File: config.mk
export PLATFORM = sky130hd
export DESIGN_NAME = tun_cell
export DESIGN_NICKNAME = d
export VERILOG_FILES = /design/src/tun_pkg.sv /design/src/tun_cell.sv
export SDC_FILE = /design/constraint.sdc
export NUM_CORES = 2
export LEC_CHECK = 0
export ABC_AREA = 0
export BUFFER_PORTS_ARGS = -buffer_cell sky130_fd_sc_hd__buf_2
export CAP_MARGIN = 20
export CORE_AREA = 2 2 578 580
export DETAILED_ROUTE_END_ITERATION = 8
export DIE_AREA = 0 0 580 582
export PLACE_DENSITY = 0.58
export SETUP_SLACK_MARGIN = 0.5
export SLEW_MARGIN = 20
export SYNTH_ARGS = -nofsm -noshare
export SYNTH_HDL_FRONTEND = slang
export SYNTH_SLANG_ARGS = --single-unit
File: constraint.sdc
create_clock -name clk -period 26.8 [get_ports clk]
set_clock_uncertainty 0.15 [all_clocks]
set_input_delay 1.34 -clock clk [delete_from_list [all_inputs] [get_ports clk]]
set_output_delay 1.34 -clock clk [all_outputs]
set_load 0.01 [all_outputs]
File: src/tun_pkg.sv
// Shared types and widths for the triangle unit normal block.
// Used by tun_front, tun_cell and triangle_unit_normal; no dependencies.
package tun_pkg;

  localparam int COORD_BITS = 16;
  localparam int FRAC_BITS  = 14;
  localparam int OUT_W      = 16;

  localparam int EDGE_W  = COORD_BITS + 1;
  localparam int PROD_W  = 2 * EDGE_W;
  localparam int CROSS_W = PROD_W + 1;
  localparam int MAG_W   = PROD_W;
  localparam int SQ_W    = 2 * MAG_W;
  localparam int SUM_W   = SQ_W + 2;
  localparam int ACC_W   = SUM_W + 2 * FRAC_BITS + 6;
  localparam int K_W     = FRAC_BITS + 1;
  localparam int BIT_W   = $clog2(FRAC_BITS + 1);
  localparam int SH_W    = BIT_W + 2;
  localparam int T_SHIFT = 2 * FRAC_BITS + 2;
  localparam int NCELL   = FRAC_BITS + 1;

  typedef logic signed [COORD_BITS-1:0] coord_t;
  typedef logic signed [EDGE_W-1:0]     edge_t;
  typedef logic signed [PROD_W-1:0]     prod_t;
  typedef logic signed [CROSS_W-1:0]    cross_t;
  typedef logic [MAG_W-1:0]             mag_t;
  typedef logic [SQ_W-1:0]              sq_t;
  typedef logic [SUM_W-1:0]             sum_t;
  typedef logic signed [ACC_W-1:0]      acc_t;
  typedef logic [K_W-1:0]               k_t;

  typedef struct packed {
    coord_t [2:0][2:0] v;
  } tri_t;

  typedef struct packed {
    acc_t d;
    acc_t p;
    k_t   k;
    logic neg;
  } lane_t;

  typedef struct packed {
    logic           valid;
    logic           degen;
    sum_t           s;
    lane_t [2:0]    lane;
  } cell_t;

endpackage

File: src/tun_cell.sv
// One cell of the search chain: settles one bit of the scaled component for all
// three lanes and hands the word on. Depends on tun_pkg.
module tun_cell (
  input  logic                     clk,
  input  logic                     rst_n,
  input  logic                     en,
  input  logic [tun_pkg::BIT_W-1:0] bit_idx,
  input  tun_pkg::cell_t           cin,
  output tun_pkg::cell_t           cout
);

  tun_pkg::cell_t cell_r, cell_nxt;
  logic [tun_pkg::SH_W-1:0] sh_p, sh_s, sh_u;
  tun_pkg::acc_t s_w;
  tun_pkg::acc_t inc [3];

  always_comb begin
    sh_p = tun_pkg::SH_W'(bit_idx) + tun_pkg::SH_W'(2);
    sh_s = tun_pkg::SH_W'({bit_idx, 1'b0}) + tun_pkg::SH_W'(2);
    sh_u = tun_pkg::SH_W'(bit_idx) + tun_pkg::SH_W'(1);
    s_w  = tun_pkg::acc_t'(cin.s);
    cell_nxt = cin;
    for (int i = 0; i < 3; i++) begin
      inc[i] = (cin.lane[i].p <<< sh_p) + (s_w <<< sh_s);
      if (inc[i] <= cin.lane[i].d) begin
        cell_nxt.lane[i].d = cin.lane[i].d - inc[i];
        cell_nxt.lane[i].p = cin.lane[i].p + (s_w <<< sh_u);
        cell_nxt.lane[i].k = cin.lane[i].k | (tun_pkg::k_t'(1) << bit_idx);
      end
    end
  end

  always_ff @(posedge clk) begin
    if (!rst_n) begin
      cell_r.valid <= 1'b0;
    end else if (en) begin
      cell_r <= cell_nxt;
    end
  end

  assign cout = cell_r;

endmodule

==> summary.md <==
| Metric | Value |
|---|---|
| Post-synthesis cell count | `about 14k` |
| Power, Total | `roughly 14 mW` |
| Most frequent cells in the layout | `a21oi_1 (1,857), nand2_1 (1,654), buf_2 (1,492)` |
| Worst R2R Setup Slack | `~26 ns` |
| Total half-perimeter wirelength after legalization and detailed placement | `roughly 600 mm` |
| Number of register bits inferred by synthesis | `~740` |
| Net count of the finished layout | `16.5k` |
| Post-CTS setup repair buffer count | `0` |
| Net count after synthesis | `around 16k` |
| Power density of the placed cells | `~110 mW/mm2` |
| CP peak stage delay | `a little under 0.8 ns` |
| Average footprint of a synthesized cell | `roughly 7.8 um2` |
| Cells on Worst Hold Path | `2` |
| Clock tree from TritonCTS | `built` |
| Layout Cells excl Fill | `roughly 19k` |
| Final wirelength | `around 700 mm` |
| First-pass GRT wire length | `~930 mm` |
| Cell with the largest stage delay on the worst path | `buf_4` |
| Die footprint | `between 0.3 and 0.4 mm2` |
| Count of flip-flops with a built-in enable after synthesis | `roughly 740` |
| Minimum period implied by the final worst setup slack | `about 15 ns` |
| Startpoint of the worst register-to-register path | `cout[743]$_SDFFE_PN0P_` |
| Drt first pass iters | `9` |
| Number of unique standard cell types used by synthesis | `~120` |
| Yosys warning total | `0` |
| Drt wl/cell | `about 36 um` |
| Setup TNS | `0 ns` |
| Number of flip-flops under the largest register name | `744` |
| Vias per cell | `~6.3` |
| Number of endpoints failing setup at the final stage | `0` |
| Source of the worst hold timing path | `cout[743]$_SDFFE_PN0P_` |
| Biggest area consumer among synthesized cells | `edfxtp_1` |
| Area Growth Syn to Fin | `13.1%` |
| Horizontal die dimension | `580 um` |
| Kind of end point of the critical path | `flop` |
| Row cnt | `212` |
| Gp weighted congestion | `1.08` |
| Path class of the lowest-slack min-delay path | `flop to flop` |
| Starting density of the core | `0.330` |
| Fin. Hold Viols | `0` |
| Share of post-route cells with drive strength above 1 | `0.160` |
| Result of the run | `finished clean` |
| CTS clk-pin slew, worst paths | `about 0.06 ns` |
| GR Overflow Total | `0` |
| Yosys top cell area share | `0.204` |
| Area inside the core boundary | `~0.33 mm2` |
| FF-to-FF End | `cout[743]$_SDFFE_PN0P_` |
| All-Layer GR Usage | `0.392` |
| Maximum operating frequency | `between 60 and 70 MHz` |
| Data required time at the worst endpoint | `27.24 ns` |
| Post-route antenna net violation count | `0` |
| Number of input and output port buffers inserted | `1,494` |
| Most frequent standard cell in the layout excluding fill and tap cells | `a21oi_1` |
| Via count of the first global-routing pass | `113k` |
| FF-to-FF path depth | `2` |
| Ports placed on the boundary | `about 1.5k` |
| Root buffer cell | `clkbuf_16` |
| Area after detailed placement | `roughly 0.12 mm2` |
| Number of vias after detailed routing | `approximately 120k` |
| Hold Buf Count CTS | `0` |
| Sequential-to-total area share from yosys stat | `0.204` |
| Post-route cell area | `about 0.12 mm2` |
| Unrepaired setup endpoints after global routing | `false` |
| Resized cells post-CTS | `0` |
| Final worst-path cycle share | `0.554` |
| Chip height | `about 580 um` |
| Worst slew margin relative to its limit | `0.123` |
| Fraction of synthesis flops using an asynchronous set or reset pin | `0` |
| Count of unresolved DRC violations after routing | `0` |
| Category of the critical setup timing path | `input port to flop` |
| TritonCTS buffer count | `98` |
| Largest net degree at the start of global routing | `roughly 190` |
| Leakage power total | `around 54 nW` |
| Maximum clock insertion buffer count | `4` |
| Clock network latency to the later pin of the worst-skew pair | `roughly 0.89 ns` |
| Maximum fanout along the worst path | `between 100 and 150` |
| Initial drt markers | `between 15k and 20k` |
| Placed Cells incl. Taps | `~19k` |
| Critical path data arrival time | `~15 ns` |
| Clock sink count | `~740` |
| Measured slew at the worst slew-check pin | `approximately 1.3 ns` |
| Endpoint with the worst hold slack | `cout[743]$_SDFFE_PN0P_` |
| Max cap viols | `0` |
| VDD IR-drop max | `~0.062 mV` |
| Top cells by area in the synthesized netlist | `edfxtp_1 (20%), ha_1 (10%), a21oi_1 (8.5%), mux4_2 (5.8%), nand2_1 (5.7%)` |
| Number of filler instances in the final layout | `roughly 36k` |
| Clock H-tree levels | `3` |
| Top_reg_cell synth | `edfxtp_1` |
| Total standard cell area after synthesis | `between 0.1 and 0.15 mm2` |
| Slew Limit Fails | `0` |
| Startpoint kind of the worst setup timing path | `input port` |
| Number of antenna violations at the first check in global routing | `between 200 and 250` |
cell type report:
type	instances	area, um2	share of cell area
Antenna cell	80	200	0.00161
Clock buffer	113	2530	0.0204
Clock inverter	57	613	0.00494
Inverter	300	1140	0.00920
Multi-Input combinational cell	12100	82700	0.667
Sequential cell	744	22300	0.180
Tap cell	4387	5490	0.0443
Timing Repair Buffer	1674	8980	0.0725
Yosys cell counts (all sizes together) (86+ instances only):
master	n
a21o	747
a21oi	1865
a31oi	116
and2	86
and3	102
buf	162
clkbuf	776
edfxtp	743
ha	893
inv	300
mux2	119
mux2i	550
mux4	283
nand2	1656
nand2b	165
nand3	205
nand4	310
nor2	1355
nor2b	132
nor3	117
o211ai	118
o21a	93
o21ai	1120
o21bai	209
xnor2	576
xor2	350
how the worst max path moves through the flow:
| stage | start | to | slack, ns |
|---|---|---|---|
| 5_1_grt | bit_idx[1] | cout[50]$_DFFE_PP_ | 11.46 |
| 4_1_cts | bit_idx[1] | cout[50]$_DFFE_PP_ | 12.38 |
| 6_report | bit_idx[1] | cout[61]$_DFFE_PP_ | 11.96 |
| 3_5_place_dp | bit_idx[1] | cout[63]$_DFFE_PP_ | 11.49 |
| 3_3_place_gp | bit_idx[1] | cout[63]$_DFFE_PP_ | 9.45 |
| 2_1_floorplan | en | cout[0]$_DFFE_PP_ | 7.47 |
cells by family (layout without fill, tap and decap cells):
group / Yosys count / count (layout) / share of synthesized area
adder cells (fa/ha/maj): 926 / 926 / 0.106
AO/OA/AOI/OAI: 4903 / 4903 / 0.273
XOR/XNOR: 926 / 926 / 0.0746
other: 0 / 80 / 0
flip-flops: 744 / 744 / 0.204
AND/OR/NAND/NOR: 4353 / 4353 / 0.178
buffers and inverters: 1238 / 2144 / 0.0443
multiplexers: 952 / 952 / 0.121
worst max-delay path, delay by kind of cell:
| family | cells | cell delay (ns) |
|---|---|---|
| adders and majority gates | 3 | 1.49 |
| AOI/OAI and AO/OA | 13 | 4.03 |
| and+or+nand+nor | 9 | 2.72 |
| muxes | 2 | 0.53 |
| xor gates and xnor gates | 1 | 0.52 |
| buffers and inverters | 9 | 4.04 |
power by group:
part / internal [mW] / leakage, nW / switching (mW)
Clock: 0.774 / 1.52 / 0.608
Combinational: 3.50 / 45.4 / 7.10
Sequential: 1.89 / 7.05 / 0.130
through the flow:
stage	hold slack, ns	util	setup WS [ns]
detailed placement	0.390	0.364	11.49
global placement	0.358	0.363	9.45
finish	0.392	0.374	11.96
global route	0.441	0.373	11.46
CTS	0.399	0.373	12.38
floorplan	0.388	-	7.47
per-layer routing:
layer  up-vias  global-route usage  part of all wire
met1     59600               0.506              0.40
li1      53800                   -                 -
met3      1436               0.108              0.11
met2      7087               0.588              0.42
met4       166               0.220             0.068
met5         -             0.00227            0.0017
No activity file was read; power rests on OpenSTA's default activity.
